$ cat src/hdl/gbnscc_pkg.sv
// Shared types, codes and reset constants for the Go-Back-N sender with congestion control.
`timescale 1ns / 1ps

package gbnscc_pkg;

	// Default sizing handed to the top-level parameters
	localparam int WINDOW_MAX_DEF  = 1024;
	localparam int OFFSET_BITS_DEF = 31;

	// Fixed field widths on the ports
	localparam int OFS_PORT_W  = 31;
	localparam int LEN_W       = 12;
	localparam int WIN_PORT_W  = 11;
	localparam int CFG_DATA_W  = 32;
	localparam int CFG_INDEX_W = 3;
	localparam int TIMER_W     = 32;
	localparam int DUP_W       = 4;
	localparam int RESEND_W    = 8;

	// Protocol constants
	localparam int THRESHOLD_RESET = 16;
	localparam int MIN_THRESHOLD   = 2;
	localparam int RECOVERY_EXTRA  = 3;
	localparam logic [DUP_W-1:0]    DUP_SAT    = '1;
	localparam logic [RESEND_W-1:0] REWIND_SAT = '1;

	// Configuration reset values
	localparam logic                  MODE_RESET      = 1'b1;
	localparam logic [LEN_W-1:0]      PAYLOAD_RESET   = 12'd1023;
	localparam logic [WIN_PORT_W-1:0] FIXED_WIN_RESET = 11'd5;
	localparam logic [WIN_PORT_W-1:0] INIT_THR_RESET  = 11'd16;
	localparam logic [DUP_W-1:0]      DUP_LIM_RESET   = 4'd3;
	localparam logic [RESEND_W-1:0]   RESEND_RESET    = 8'd5;
	localparam logic [TIMER_W-1:0]    TIMEOUT_RESET   = 32'd1000;

	typedef enum logic [1:0] {
		OP_START = 2'd0,
		OP_ACK   = 2'd1,
		OP_TICK  = 2'd2,
		OP_POLL  = 2'd3
	} opcode_t;

	typedef enum logic [2:0] {
		EV_NONE     = 3'd0,
		EV_SEND     = 3'd1,
		EV_TIMEOUT  = 3'd2,
		EV_RECOVERY = 3'd3,
		EV_COMPLETE = 3'd4,
		EV_ABORT    = 3'd5
	} event_t;

	typedef enum logic [CFG_INDEX_W-1:0] {
		CFG_MODE      = 3'd0,
		CFG_PAYLOAD   = 3'd1,
		CFG_FIXED_WIN = 3'd2,
		CFG_INIT_THR  = 3'd3,
		CFG_DUP_LIM   = 3'd4,
		CFG_RESEND    = 3'd5,
		CFG_TIMEOUT   = 3'd6
	} cfg_index_t;

	typedef struct packed {
		opcode_t                 opcode;
		logic [OFS_PORT_W-1:0]   transfer_size;
		logic [OFS_PORT_W-1:0]   ack_offset;
	} item_t;

	typedef struct packed {
		event_t                  event_code;
		logic [OFS_PORT_W-1:0]   send_offset;
		logic [LEN_W-1:0]        send_length;
		logic                    send_last;
		logic [WIN_PORT_W-1:0]   window_segments;
		logic [WIN_PORT_W-1:0]   slow_start_threshold;
		logic [OFS_PORT_W-1:0]   acked_base;
	} result_t;

	typedef struct packed {
		logic                    congestion_mode;
		logic [LEN_W-1:0]        payload_bytes;
		logic [WIN_PORT_W-1:0]   fixed_window_segments;
		logic [WIN_PORT_W-1:0]   initial_threshold;
		logic [DUP_W-1:0]        dup_ack_limit;
		logic [RESEND_W-1:0]     resend_limit;
		logic [TIMER_W-1:0]      timeout_ticks;
	} cfg_t;

endpackage

$ cat src/hdl/gbnscc_cfg.sv
// Configuration register file for the Go-Back-N sender.
`timescale 1ns / 1ps

module gbnscc_cfg (
	input  logic                                clk,
	input  logic                                arst_n,
	input  logic                                cfg_write,
	input  logic [gbnscc_pkg::CFG_INDEX_W-1:0]  cfg_index,
	input  logic [gbnscc_pkg::CFG_DATA_W-1:0]   cfg_data,
	output gbnscc_pkg::cfg_t                    cfg
);

	gbnscc_pkg::cfg_t cfg_q;

	// Register writes; unused indexes are dropped
	always_ff @(posedge clk or negedge arst_n) begin
		if (!arst_n) begin
			cfg_q.congestion_mode       <= gbnscc_pkg::MODE_RESET;
			cfg_q.payload_bytes         <= gbnscc_pkg::PAYLOAD_RESET;
			cfg_q.fixed_window_segments <= gbnscc_pkg::FIXED_WIN_RESET;
			cfg_q.initial_threshold     <= gbnscc_pkg::INIT_THR_RESET;
			cfg_q.dup_ack_limit         <= gbnscc_pkg::DUP_LIM_RESET;
			cfg_q.resend_limit          <= gbnscc_pkg::RESEND_RESET;
			cfg_q.timeout_ticks         <= gbnscc_pkg::TIMEOUT_RESET;
		end else if (cfg_write) begin
			unique case (gbnscc_pkg::cfg_index_t'(cfg_index))
				gbnscc_pkg::CFG_MODE:      cfg_q.congestion_mode       <= cfg_data[0];
				gbnscc_pkg::CFG_PAYLOAD:   cfg_q.payload_bytes         <=
					cfg_data[gbnscc_pkg::LEN_W-1:0];
				gbnscc_pkg::CFG_FIXED_WIN: cfg_q.fixed_window_segments <=
					cfg_data[gbnscc_pkg::WIN_PORT_W-1:0];
				gbnscc_pkg::CFG_INIT_THR:  cfg_q.initial_threshold     <=
					cfg_data[gbnscc_pkg::WIN_PORT_W-1:0];
				gbnscc_pkg::CFG_DUP_LIM:   cfg_q.dup_ack_limit         <=
					cfg_data[gbnscc_pkg::DUP_W-1:0];
				gbnscc_pkg::CFG_RESEND:    cfg_q.resend_limit          <=
					cfg_data[gbnscc_pkg::RESEND_W-1:0];
				gbnscc_pkg::CFG_TIMEOUT:   cfg_q.timeout_ticks         <=
					cfg_data[gbnscc_pkg::TIMER_W-1:0];
				default: ;
			endcase
		end
	end

	assign cfg = cfg_q;

endmodule

$ cat src/hdl/gbnscc_core.sv
// Transfer state and single-pass next-state logic for one transaction.
`timescale 1ns / 1ps

module gbnscc_core #(
	parameter int WINDOW_MAX  = gbnscc_pkg::WINDOW_MAX_DEF,
	parameter int OFFSET_BITS = gbnscc_pkg::OFFSET_BITS_DEF
) (
	input  logic                  clk,
	input  logic                  arst_n,
	input  logic                  fire,
	input  gbnscc_pkg::item_t     item,
	input  gbnscc_pkg::cfg_t      cfg,
	output gbnscc_pkg::result_t   result
);

	localparam int OFS_W  = OFFSET_BITS;
	localparam int LEN_W  = gbnscc_pkg::LEN_W;
	localparam int WIN_W  = $clog2(WINDOW_MAX + 1);
	localparam int THR_MAX = (WINDOW_MAX > gbnscc_pkg::THRESHOLD_RESET) ?
		WINDOW_MAX : gbnscc_pkg::THRESHOLD_RESET;
	localparam int THR_W  = $clog2(THR_MAX + 1);
	localparam int PROD_W = WIN_W + LEN_W;
	localparam int CMP_W  = ((OFS_W > PROD_W) ? OFS_W : PROD_W) + 1;
	localparam int DUP_W  = gbnscc_pkg::DUP_W;
	localparam int RS_W   = gbnscc_pkg::RESEND_W;
	localparam int TMR_W  = gbnscc_pkg::TIMER_W;
	localparam logic [31:0] WMAX32  = 32'(WINDOW_MAX);
	localparam logic [31:0] THR_MIN = 32'(gbnscc_pkg::MIN_THRESHOLD);
	localparam logic [31:0] THR_ADD = 32'(gbnscc_pkg::RECOVERY_EXTRA);

	// Transfer state
	logic              active_q, last_sent_q, in_recovery_q, timer_running_q;
	logic              rewind_base_valid_q;
	logic [OFS_W-1:0]  total_size_q, next_offset_q, base_offset_q;
	logic [OFS_W-1:0]  round_end_offset_q, rewind_base_q;
	logic [WIN_W-1:0]  window_q, sent_in_round_q;
	logic [THR_W-1:0]  threshold_q;
	logic [DUP_W-1:0]  dup_count_q;
	logic [RS_W-1:0]   rewind_count_q;
	logic [TMR_W-1:0]  timer_count_q;

	logic              active_d, last_sent_d, in_recovery_d, timer_running_d;
	logic              rewind_base_valid_d;
	logic [OFS_W-1:0]  total_size_d, next_offset_d, base_offset_d;
	logic [OFS_W-1:0]  round_end_offset_d, rewind_base_d;
	logic [WIN_W-1:0]  window_d, sent_in_round_d;
	logic [THR_W-1:0]  threshold_d;
	logic [DUP_W-1:0]  dup_count_d;
	logic [RS_W-1:0]   rewind_count_d;
	logic [TMR_W-1:0]  timer_count_d;

	// Operand preparation
	logic [LEN_W-1:0]  payload_eff;
	logic [OFS_W-1:0]  size_in, ack_in;
	logic              mode;

	assign mode        = cfg.congestion_mode;
	assign payload_eff = (cfg.payload_bytes == '0) ? LEN_W'(1) : cfg.payload_bytes;
	assign size_in     = OFS_W'(item.transfer_size);
	assign ack_in      = OFS_W'(item.ack_offset);

	// Start: initial window and threshold
	logic [WIN_W-1:0]  start_win;
	logic [THR_W-1:0]  start_thr;
	logic [31:0]       fixed32, init32;

	assign fixed32 = 32'(cfg.fixed_window_segments);
	assign init32  = 32'(cfg.initial_threshold);
	always_comb begin
		if (mode) begin
			start_win = WIN_W'(1);
		end else if (fixed32 == '0) begin
			start_win = WIN_W'(1);
		end else if (fixed32 > WMAX32) begin
			start_win = WIN_W'(WMAX32);
		end else begin
			start_win = WIN_W'(fixed32);
		end
		if (init32 < THR_MIN) begin
			start_thr = THR_W'(THR_MIN);
		end else if (init32 > WMAX32) begin
			start_thr = THR_W'(WMAX32);
		end else begin
			start_thr = THR_W'(init32);
		end
	end

	// Send poll: window room check and segment sizing
	logic [OFS_W-1:0]  outstanding, remaining, send_next;
	logic [PROD_W-1:0] win_bytes;
	logic              room_ok, send_ok;
	logic [LEN_W-1:0]  seg_len;
	logic [WIN_W-1:0]  sent_inc;

	assign outstanding = next_offset_q - base_offset_q;
	assign win_bytes   = PROD_W'(window_q) * PROD_W'(payload_eff);
	assign room_ok     = (CMP_W'(outstanding) + CMP_W'(payload_eff)) <= CMP_W'(win_bytes);
	assign send_ok     = !last_sent_q && (next_offset_q < total_size_q) && room_ok;
	assign remaining   = total_size_q - next_offset_q;
	assign seg_len     = (remaining < OFS_W'(payload_eff)) ? LEN_W'(remaining) : payload_eff;
	assign send_next   = next_offset_q + OFS_W'(seg_len);
	assign sent_inc    = sent_in_round_q + WIN_W'(1);

	// ACK: advance, window growth, duplicate counting
	logic              ack_adv, ack_dup, ack_beyond;
	logic [31:0]       grow_dbl, grow_inc, grow_sel;
	logic [WIN_W-1:0]  grow_win;
	logic [DUP_W-1:0]  dup_inc, dup_lim;

	assign ack_adv    = (ack_in > base_offset_q) && (ack_in <= total_size_q);
	assign ack_dup    = (ack_in == base_offset_q);
	assign ack_beyond = (ack_in > next_offset_q);
	assign grow_dbl   = 32'(window_q) << 1;
	assign grow_inc   = 32'(window_q) + 32'd1;
	assign grow_sel   = (grow_dbl < 32'(threshold_q)) ? grow_dbl : grow_inc;
	assign grow_win   = (grow_sel > WMAX32) ? WIN_W'(WMAX32) : WIN_W'(grow_sel);
	assign dup_inc    = (dup_count_q == gbnscc_pkg::DUP_SAT) ? dup_count_q :
		dup_count_q + DUP_W'(1);
	assign dup_lim    = (cfg.dup_ack_limit == '0) ? DUP_W'(1) : cfg.dup_ack_limit;

	// Tick: retransmission timer
	logic [TMR_W-1:0]  timer_inc;
	logic              timeout_hit;

	assign timer_inc   = timer_count_q + TMR_W'(1);
	assign timeout_hit = (timer_inc >= cfg.timeout_ticks);

	// Rewind: halved threshold, recovery window, resend limit tracking
	logic [31:0]       half32, rw_thr32, rw_win32;
	logic [THR_W-1:0]  rw_thr;
	logic [WIN_W-1:0]  rw_win;
	logic              rw_match, rw_abort;
	logic [RS_W-1:0]   rw_cnt_inc;

	assign half32     = 32'(window_q >> 1);
	assign rw_thr32   = (half32 < THR_MIN) ? THR_MIN : half32;
	assign rw_win32   = rw_thr32 + THR_ADD;
	assign rw_thr     = THR_W'(rw_thr32);
	assign rw_win     = (rw_win32 > WMAX32) ? WIN_W'(WMAX32) : WIN_W'(rw_win32);
	assign rw_match   = rewind_base_valid_q && (rewind_base_q == base_offset_q);
	assign rw_cnt_inc = (rewind_count_q == gbnscc_pkg::REWIND_SAT) ? rewind_count_q :
		rewind_count_q + RS_W'(1);
	assign rw_abort   = rw_match && (cfg.resend_limit != '0) &&
		(rw_cnt_inc == cfg.resend_limit);

	// Next state and result for the transaction
	gbnscc_pkg::event_t ev, rw_code;
	logic              do_rewind;
	logic [OFS_W-1:0]  s_off;
	logic [LEN_W-1:0]  s_len;
	logic              s_last;

	always_comb begin
		active_d            = active_q;
		last_sent_d         = last_sent_q;
		in_recovery_d       = in_recovery_q;
		timer_running_d     = timer_running_q;
		rewind_base_valid_d = rewind_base_valid_q;
		total_size_d        = total_size_q;
		next_offset_d       = next_offset_q;
		base_offset_d       = base_offset_q;
		round_end_offset_d  = round_end_offset_q;
		rewind_base_d       = rewind_base_q;
		window_d            = window_q;
		sent_in_round_d     = sent_in_round_q;
		threshold_d         = threshold_q;
		dup_count_d         = dup_count_q;
		rewind_count_d      = rewind_count_q;
		timer_count_d       = timer_count_q;
		ev                  = gbnscc_pkg::EV_NONE;
		rw_code             = gbnscc_pkg::EV_TIMEOUT;
		do_rewind           = 1'b0;
		s_off               = '0;
		s_len               = '0;
		s_last              = 1'b0;

		if (item.opcode == gbnscc_pkg::OP_START) begin
			total_size_d        = size_in;
			next_offset_d       = '0;
			base_offset_d       = '0;
			round_end_offset_d  = '0;
			rewind_base_d       = '0;
			last_sent_d         = 1'b0;
			in_recovery_d       = 1'b0;
			timer_running_d     = 1'b0;
			rewind_base_valid_d = 1'b0;
			sent_in_round_d     = '0;
			dup_count_d         = '0;
			rewind_count_d      = '0;
			timer_count_d       = '0;
			window_d            = start_win;
			threshold_d         = start_thr;
			if (size_in == '0) begin
				active_d = 1'b0;
				ev       = gbnscc_pkg::EV_COMPLETE;
			end else begin
				active_d = 1'b1;
			end
		end else if (active_q) begin
			unique case (item.opcode)
				gbnscc_pkg::OP_POLL: begin
					if (send_ok) begin
						s_off         = next_offset_q;
						s_len         = seg_len;
						s_last        = (send_next >= total_size_q);
						next_offset_d = send_next;
						last_sent_d   = s_last;
						ev            = gbnscc_pkg::EV_SEND;
						if (!timer_running_q) begin
							timer_running_d = 1'b1;
							timer_count_d   = '0;
						end
						if (mode) begin
							if (sent_in_round_q < window_q) begin
								sent_in_round_d = sent_inc;
								if (sent_inc == window_q) begin
									round_end_offset_d = send_next;
								end
							end else begin
								sent_in_round_d = WIN_W'(1);
							end
						end
					end
				end
				gbnscc_pkg::OP_ACK: begin
					if (ack_adv) begin
						base_offset_d = ack_in;
						if (ack_beyond) begin
							next_offset_d = ack_in;
							if (ack_in >= total_size_q) begin
								last_sent_d = 1'b1;
							end
						end
						timer_count_d = '0;
						dup_count_d   = '0;
						in_recovery_d = 1'b0;
						if (mode && !last_sent_d && (ack_in >= round_end_offset_q)) begin
							window_d = grow_win;
						end
						if (ack_in == total_size_q) begin
							active_d        = 1'b0;
							timer_running_d = 1'b0;
							ev              = gbnscc_pkg::EV_COMPLETE;
						end
					end else if (ack_dup && mode && !in_recovery_q) begin
						dup_count_d = dup_inc;
						if (dup_inc == dup_lim) begin
							do_rewind = 1'b1;
							rw_code   = gbnscc_pkg::EV_RECOVERY;
						end
					end
				end
				gbnscc_pkg::OP_TICK: begin
					if (timer_running_q) begin
						timer_count_d = timer_inc;
						if (timeout_hit) begin
							do_rewind = 1'b1;
							rw_code   = gbnscc_pkg::EV_TIMEOUT;
						end
					end
				end
				default: ;
			endcase
		end

		// Go back to the acknowledged base
		if (do_rewind) begin
			next_offset_d   = base_offset_q;
			last_sent_d     = 1'b0;
			timer_running_d = 1'b0;
			timer_count_d   = '0;
			if (mode) begin
				threshold_d        = rw_thr;
				window_d           = rw_win;
				sent_in_round_d    = '0;
				round_end_offset_d = '0;
				dup_count_d        = '0;
				if (rw_code == gbnscc_pkg::EV_RECOVERY) begin
					in_recovery_d = 1'b1;
				end
			end
			if (rw_match) begin
				rewind_count_d = rw_cnt_inc;
				if (rw_abort) begin
					active_d = 1'b0;
					ev       = gbnscc_pkg::EV_ABORT;
				end else begin
					ev = rw_code;
				end
			end else begin
				rewind_base_d       = base_offset_q;
				rewind_base_valid_d = 1'b1;
				rewind_count_d      = '0;
				ev                  = rw_code;
			end
		end
	end

	// Result reflects the state after the transaction
	always_comb begin
		result.event_code           = ev;
		result.send_offset          = gbnscc_pkg::OFS_PORT_W'(s_off);
		result.send_length          = s_len;
		result.send_last            = s_last;
		result.window_segments      = gbnscc_pkg::WIN_PORT_W'(window_d);
		result.slow_start_threshold = gbnscc_pkg::WIN_PORT_W'(threshold_d);
		result.acked_base           = gbnscc_pkg::OFS_PORT_W'(base_offset_d);
	end

	// State registers
	always_ff @(posedge clk or negedge arst_n) begin
		if (!arst_n) begin
			active_q            <= 1'b0;
			last_sent_q         <= 1'b0;
			in_recovery_q       <= 1'b0;
			timer_running_q     <= 1'b0;
			rewind_base_valid_q <= 1'b0;
			total_size_q        <= '0;
			next_offset_q       <= '0;
			base_offset_q       <= '0;
			round_end_offset_q  <= '0;
			rewind_base_q       <= '0;
			window_q            <= WIN_W'(1);
			sent_in_round_q     <= '0;
			threshold_q         <= THR_W'(gbnscc_pkg::THRESHOLD_RESET);
			dup_count_q         <= '0;
			rewind_count_q      <= '0;
			timer_count_q       <= '0;
		end else if (fire) begin
			active_q            <= active_d;
			last_sent_q         <= last_sent_d;
			in_recovery_q       <= in_recovery_d;
			timer_running_q     <= timer_running_d;
			rewind_base_valid_q <= rewind_base_valid_d;
			total_size_q        <= total_size_d;
			next_offset_q       <= next_offset_d;
			base_offset_q       <= base_offset_d;
			round_end_offset_q  <= round_end_offset_d;
			rewind_base_q       <= rewind_base_d;
			window_q            <= window_d;
			sent_in_round_q     <= sent_in_round_d;
			threshold_q         <= threshold_d;
			dup_count_q         <= dup_count_d;
			rewind_count_q      <= rewind_count_d;
			timer_count_q       <= timer_count_d;
		end
	end

endmodule

$ cat src/hdl/gbn_sender_congestion_control.sv
// Top level: input stage, transfer core and result stage of the Go-Back-N sender.
`timescale 1ns / 1ps
// Path: a transaction accepted into the input register is processed by the core, and its
// result is captured in the result register and presented on the result port.
// Throughput: one transaction per cycle while no result is stalled in the output register.
// While a result is stalled in the output register, the input register takes one more
// transaction and then the input stalls until the result drains.
// Reset (arst_n low, asynchronous): both stages empty, transfer idle, window 1,
// threshold 16, configuration registers at their defaults.

module gbn_sender_congestion_control #(
	parameter int WINDOW_MAX  = gbnscc_pkg::WINDOW_MAX_DEF,
	parameter int OFFSET_BITS = gbnscc_pkg::OFFSET_BITS_DEF
) (
	input  logic                                clk,
	input  logic                                arst_n,
	input  logic                                cfg_write,
	input  logic [gbnscc_pkg::CFG_INDEX_W-1:0]  cfg_index,
	input  logic [gbnscc_pkg::CFG_DATA_W-1:0]   cfg_data,
	input  logic                                item_valid,
	output logic                                item_stall,
	input  gbnscc_pkg::item_t                   item,
	output logic                                result_valid,
	input  logic                                result_stall,
	output gbnscc_pkg::result_t                 result
);

	gbnscc_pkg::cfg_t     cfg;
	gbnscc_pkg::item_t    item_s1;
	logic                 item_valid_s1;
	gbnscc_pkg::result_t  core_result;
	gbnscc_pkg::result_t  result_s2;
	logic                 result_valid_s2;
	logic                 advance, take;

	// Stage 1 moves on whenever the result register is free or being drained
	assign advance    = item_valid_s1 && (!result_valid_s2 || !result_stall);
	assign item_stall = item_valid_s1 && !advance;
	assign take       = item_valid && !item_stall;

	gbnscc_cfg u_cfg (
		.clk       (clk),
		.arst_n    (arst_n),
		.cfg_write (cfg_write),
		.cfg_index (cfg_index),
		.cfg_data  (cfg_data),
		.cfg       (cfg)
	);

	gbnscc_core #(
		.WINDOW_MAX  (WINDOW_MAX),
		.OFFSET_BITS (OFFSET_BITS)
	) u_core (
		.clk    (clk),
		.arst_n (arst_n),
		.fire   (advance),
		.item   (item_s1),
		.cfg    (cfg),
		.result (core_result)
	);

	// Input register
	always_ff @(posedge clk or negedge arst_n) begin
		if (!arst_n) begin
			item_valid_s1 <= 1'b0;
		end else if (take) begin
			item_valid_s1 <= 1'b1;
		end else if (advance) begin
			item_valid_s1 <= 1'b0;
		end
	end

	always_ff @(posedge clk) begin
		if (take) begin
			item_s1 <= item;
		end
	end

	// Result register
	always_ff @(posedge clk or negedge arst_n) begin
		if (!arst_n) begin
			result_valid_s2 <= 1'b0;
		end else if (advance) begin
			result_valid_s2 <= 1'b1;
		end else if (!result_stall) begin
			result_valid_s2 <= 1'b0;
		end
	end

	always_ff @(posedge clk) begin
		if (advance) begin
			result_s2 <= core_result;
		end
	end

	assign result_valid = result_valid_s2;
	assign result       = result_s2;

endmodule

$ cat config.mk
export PLATFORM = sky130hd
export DESIGN_NAME = gbn_sender_congestion_control
export DESIGN_NICKNAME = d
export VERILOG_FILES = /design/src/hdl/gbnscc_pkg.sv /design/src/hdl/gbnscc_cfg.sv /design/src/hdl/gbnscc_core.sv /design/src/hdl/gbn_sender_congestion_control.sv
export SDC_FILE = /design/constraint.sdc
export NUM_CORES = 2
export LEC_CHECK = 0
export ABC_CLOCK_PERIOD_IN_PS = 8100
export BUFFER_PORTS_ARGS = -buffer_cell sky130_fd_sc_hd__buf_2
export CELL_PAD_IN_SITES_DETAIL_PLACEMENT = 1
export CELL_PAD_IN_SITES_GLOBAL_PLACEMENT = 1
export CORE_AREA = 2 2 298 300
export CTS_CLUSTER_SIZE = 12
export DETAILED_ROUTE_END_ITERATION = 10
export DIE_AREA = 0 0 300 302
export GPL_ROUTABILITY_DRIVEN = 0
export GPL_TIMING_DRIVEN = 0
export PLACE_DENSITY_LB_ADDON = 0.15
export SLEW_MARGIN = 20
export SYNTH_ARGS = -nofsm -noshare
export SYNTH_HDL_FRONTEND = slang
export SYNTH_SLANG_ARGS = --single-unit
$ cat constraint.sdc
create_clock -name clk -period 8.1 [get_ports clk]
set_input_delay 1.62 -clock clk [delete_from_list [all_inputs] [get_ports clk]]
set_output_delay 1.62 -clock clk [all_outputs]
set_load 0.05 [all_outputs]
* Yosys cells after proc, flatten, opt, wreduce, memory -nomap -nowiden
Cells that the tools add are included.
** Storage, ports and cells
- Bits in registers :: 482
- Bits of input ports :: 104
- Output and inout port bits :: 102
- Word-level logic and storage cells :: 278
** Operators by class
- Add/subtract/negate cells :: 10
- Multipliers :: 1
- Order comparisons :: 18
- Equality and inequality tests :: 25
- Multiplexer cells :: 139
- Bitwise logic cells :: 3
- Reduce and logical (&&, ||, !) cells :: 47
** Operators with widths (count)
- 2-to-1 mux 31 bit :: 22
- 2-to-1 mux 11 bit :: 25
- 2-to-1 mux 32 bit :: 8
- one-hot mux 32 bit (3 select lines) :: 1
- equality test 31 bit :: 3
- >= comparator 31 bit :: 3
- greater-than comparator 32 x 11 -> 1 bit, second input constant :: 2
- greater-than comparator 31 bit :: 2
- one-hot mux 31 bit (2 select lines) :: 1
- subtractor 31 bit :: 2
- 2-to-1 mux 1 bit :: 49
- 2-to-1 mux 3 bit :: 13
- 2-to-1 mux 4 bit :: 9
- adder 31 x 12 -> 32 bit :: 1
- adder 32 x 1 -> 32 bit, second input constant :: 1
- adder 32 x 2 -> 32 bit, second input constant :: 1
- >= comparator 32 bit :: 1
- less-or-equal comparator 32 x 23 -> 1 bit :: 1
- logical NOT 32 bit :: 1
- 2-to-1 mux 8 bit :: 4
- adder 31 x 12 -> 31 bit :: 1
- less-or-equal comparator 31 bit :: 1
- logical NOT 31 bit :: 1
- < comparator 31 x 12 -> 1 bit :: 1
- 46 further kinds :: 89

* Longest topological paths before layout
- Word-level depth :: 17
- Mapped depth :: 42

* Hierarchy
From an unflattened synthesis, not the netlist that was laid out.
** Second synthesis, totals
- Cell total of the unflattened synthesis :: 3986
- Area total of the unflattened synthesis :: 37531.0 µm²
** By module, submodules not included
- gbnscc_core :: times used 1, cells each 3643, area each 29485.8 µm², sequential area each 5933.2 µm²
- gbn_sender_congestion_control :: times used 1, cells each 172, area each 5017.3 µm², sequential area each 4974.8 µm²
- gbnscc_cfg :: times used 1, cells each 171, area each 3027.9 µm², sequential area each 2006.9 µm²

* Worst setup path after synthesis
No wires, ideal clock.
- Path type :: flip-flop to flip-flop
- Start point :: register u_cfg.cfg_q (netlist bit u_cfg.cfg[76])
- End point :: register u_core.next_offset_q[12]
- Setup time :: 128 ps
- Data arrival time :: 8685 ps
- Setup slack :: -712 ps
- Stages on the path, launching flop included :: 40
- Path buffers :: 2
- Clock period less this slack :: 8812 ps
- Path through :: dfrtp_1 clkbuf_1 nor4_1 a31oi_1 inv_1 nand2_1 fa_1 inv_1 ha_1 inv_1 fa_1 inv_1 ha_1 inv_1 fa_1 inv_1 ha_1 a21o_1 [4 not listed] a21oi_1 o21ai_0 a21o_1 a21oi_1 o21bai_1 a41o_1 o41ai_1 xor2_1 ha_1 nand3_1 or4_1 o311a_1 nor3b_1 o211ai_1 a2111o_1 a211oi_2 buf_6 mux2_1
** On the way
- Cells in the longest elaborated chain, start to end :: 10
- Elaborated cells between the ends (all ways) :: 16
- Those cells by class :: 2 x add/sub; 1 x mul; 2 x order compare; 1 x eq/ne; 7 x mux; 3 x reduce/logical
** Ends and longest elaborated chain
- from (decl) :: RTL line gbnscc_cfg.sv:13 : gbnscc_pkg::cfg_t cfg_q;
- logical NOT 12 bit :: RTL line gbnscc_core.sv:58 : assign payload_eff = (cfg.payload_bytes == '0) ? LEN_W'(1) : cfg.payload_bytes;
- 2-to-1 mux 12 bit (*) :: RTL line gbnscc_core.sv:58
- branches (longest 8 deep; another with less-or-equal comparator 32 x 23 -> 1 bit)
- to (signal assigned) :: RTL line gbnscc_core.sv:336 : next_offset_q <= next_offset_d;
- to (decl) :: RTL line gbnscc_core.sv:34 : logic [OFS_W-1:0] total_size_q, next_offset_q, base_offset_q;
Every way passes the cells marked *. The select of a mux whose other input is x is not followed.
A chain may end at the register's enable or synchronous reset.

* Final worst setup path
- Start point :: register u_cfg.cfg_q (netlist bit u_cfg.cfg[76])
- End point :: register u_core.next_offset_q[30]
Same word-level chain as after synthesis.

==> out/results.txt <==
Critical Path RT = 8660 ps
Hold Crit Class = reg2reg
Critical path's most frequent cell = inv_2
Global-route wire length before repair = 210 mm
Area Growth Syn to Fin = 19.8%
CP Class = reg2reg
Post-synth top area cell = dfrtp_1
Worst Reg-to-Reg Cells = 42
Vias in the first global route = 34200
Vias post-DR = 32400
Clock latency on the worst-skew pair = 680 ps
DR vias/cell = 5.85
Die Wd = 300 um
Number of port buffers = 204
ANT nets after route = 0
Syn avg cell area = 9.44 um2
CP max-delay cell = fa_1
Fin. Hold Viols = 0
Register area share after synthesis = 0.345
CTS root buf = clkbuf_16
Fill cell count = 9953
Number of DRC markers in iteration 0 = 1834
Clock power share = 0.144
Top-count cell post-synth = ha_1
Crit. End Element = register
Post-DP HPWL = 106 mm
Worst clock skew = 37.3 ps
Global route total overflow = 0
Routed length per instance = 25.0 um
Synth cell types = 84
Fin crit share = 1.09
Most frequent cells after synthesis = ha_1, nand2_1, inv_1, dfrtp_1, nor2_1
Share of cells above drive strength 1 = 0.187
CP peak stage delay = 520 ps
Initial antenna violation count = 6
FF-to-FF End = u_core.next_offset_q[30]$_DFFE_PN0P_
Top cell type's share of synthesized area = 0.195
Io pins = 206
Core Rows = 109
Sink Count = 482
CORE AREA = 0.0876 mm2
Synth Flop Type = dfrtp_1
Starting Density = 0.427
P_sw = 0.00916 W
Dpl cell area = 0.0403 mm2
Relative slew slack = 0.280
Crit Path Max Fanout = 5
Violations in the final reports = negative setup slack
Max-Cap Viols = 0
Hold buffer count at cts = 0
Fin crit period = 8840 ps
Syn_nets = 4561
CP Launch Point = u_cfg.cfg[76]$_DFFE_PN0P_
Design area = 0.0448 mm2
Worst Setup EP = u_core.next_offset_q[30]$_DFFE_PN0P_
Synth warn = 0
Slew Viols, Final = 0
Setup Viol. Count Final = 152
CTS tree = done
Reg clk slew, reported paths = 70 ps
Gate power share = 0.672
Sequential power share = 0.184
Switch share = 0.488
Final WL = 139 mm
Setup ws final = -740 ps
H-tree level count = 2
Worst R2R Setup Slack = -740 ps
# DRC = 0
Longest Clk Path Bufs = 3
LEAKAGE = 19.9 nW
Pwr dens = 419 mW/mm2
Layout net count = 4926
Mapped Area = 0.0374 mm2
Synth async-reset ratio = 0.660
Status = finished with violations
Slew of the pin with the lowest slew margin = 1080 ps
Cells after Synth = 3964
Worst hold stages = 2
Synth top area cells = dfrtp_1, ha_1, edfxtp_1
Largest net degree at the start of global routing = 89
Crit Reg-Reg Startpoint = u_cfg.cfg[76]$_DFFE_PN0P_
#FFs+latches synth = 482
Fmax = 113 MHz
Internal = 0.00963 W
Min Hold Slack = 484 ps
Die Y = 302 um
Number of buffers created by CTS = 58
Die area = 0.0906 mm2
Crit path arrival time = 9400 ps
Max VDD drop = 393 uV
EDFF count, synth = 164
Total GRT Usage = 0.305
Unrepaired setup endpoints after global routing = true
Crit start category = register
Pre-Repair DR Iteration Count = 5
Hold Startpoint = u_core.in_recovery_q$_DFFE_PN0P_
[through the flow]
stage,setup WS (ps),total power (W),utilization,TNS [ps],cells
3_3_place_gp,-2750,0.0146,0.457,-691670,5333
5_1_grt,-1060,0.0203,0.512,-144270,5543
2_1_floorplan,14.8,0.0116,-,0,3964
4_1_cts,-795,0.0185,0.506,-93560,5530
6_report,-740,0.0188,0.512,-94470,5545
3_5_place_dp,-2610,0.0150,0.460,-299180,5345
[cells by family after synthesis]
| kind of cell | after synthesis | share of synthesized area |
|---|---|---|
| and+or+nand+nor | 1140 | 0.145 |
| AOI/OAI and AO/OA | 857 | 0.153 |
| buffers and inverters | 546 | 0.0554 |
| adders and majority gates | 493 | 0.184 |
| DFF | 482 | 0.345 |
| muxes | 232 | 0.0668 |
| xor gates and xnor gates | 214 | 0.0501 |
[power by group through the flow]
stage	Combinational (W)	Sequential (W)	Clock (W)
after CTS	0.0123	0.00343	0.00276
after global placement	0.0112	0.00346	0
final	0.0126	0.00345	0.00271
after floorplan	0.00820	0.00344	0
after global routing	0.0140	0.00349	0.00285
after detailed placement	0.0115	0.00346	0
[state kept, by name (all words and copies together) (netlist names), 4 cells and up]
register and count:
u_core.rewind_base_q 31, u_core.next_offset_q 31, u_core.round_end_offset_q 31, u_core.base_offset_q 31
u_core.threshold_q 11, u_core.total_size_q 31, u_core.rewind_count_q 8, result 100
item_s1 64, u_core.window_q 11, u_cfg.cfg 79, u_core.sent_in_round_q 11
u_core.dup_count_q 4, u_core.timer_count_q 32
[per-layer routing]
layer | vias to the layer above | wire length (um) | track usage
met5 | - | 13 | 0
met4 | 2 | 7010 | 0.139
met3 | 275 | 5940 | 0.0348
met2 | 857 | 67000 | 0.523
met1 | 16400 | 58800 | 0.388
li1 | 14900 | - | -
[critical path, delay by kind of cell, from the launching register on]
family | cells | cell delay (ps)
xor+xnor | 1 | 110
fa+ha+maj | 7 | 2400
buf+inv | 11 | 1060
simple gates | 5 | 1150
compound gates | 17 | 3270
flops | 1 | 400
mux | 1 | 280
[final cells by class]
type	count	area, um2	area share
Multi-Input combinational cell	2936	23700	0.528
Sequential cell	482	12900	0.289
Timing Repair Buffer	314	2320	0.0518
Clock buffer	77	1600	0.0358
Tap cell	1165	1460	0.0325
Inverter	371	1460	0.0325
Buffer	166	1020	0.0228
Clock inverter	31	339	0.00757
Antenna cell	3	7.51	0.000168
[how the worst min path moves through the flow]
stage	slack, ps	to
2_1_floorplan	450	u_core.in_recovery_q$_DFFE_PN0P_
3_3_place_gp	460	u_core.in_recovery_q$_DFFE_PN0P_
3_5_place_dp	470	u_core.in_recovery_q$_DFFE_PN0P_
4_1_cts	480	u_core.in_recovery_q$_DFFE_PN0P_
5_1_grt	520	result_valid$_DFFE_PN0P_
6_report	480	u_core.in_recovery_q$_DFFE_PN0P_
[repair_timing]
item                       CTS  global route
setup endpoints to repair  152           152
buffers inserted            75            18
pin swaps                   76            47
gates cloned                10             3
gates resized for setup    328            91
[cell usage in the layout, fill, tap and decap left out, types with 17 or more instances in the layout]
cell,n
ha_1,391
nand2_1,361
inv_1,347
dfrtp_1,281
nor2_1,245
buf_2,208
o21ai_0,173
edfxtp_1,164
a21oi_1,156
xnor2_1,139
clkbuf_1,121
mux2_2,121
nand4_1,100
a21o_1,96
fa_1,93
mux2i_1,91
nand3_1,83
clkbuf_16,72
buf_4,68
nor3_1,68
xor2_1,68
o31ai_1,47
o21a_1,41
a22o_1,35
nor2b_1,33
nor2_4,33
and3_1,31
nor4_1,31
nand2b_1,28
and2_1,26
buf_6,25
a211oi_1,24
dfstp_2,23
o21bai_1,22
o21ai_1,21
o211ai_1,20
mux2_4,19
buf_12,17
a31oi_1,17
No activity file was read; power rests on OpenSTA's default activity.
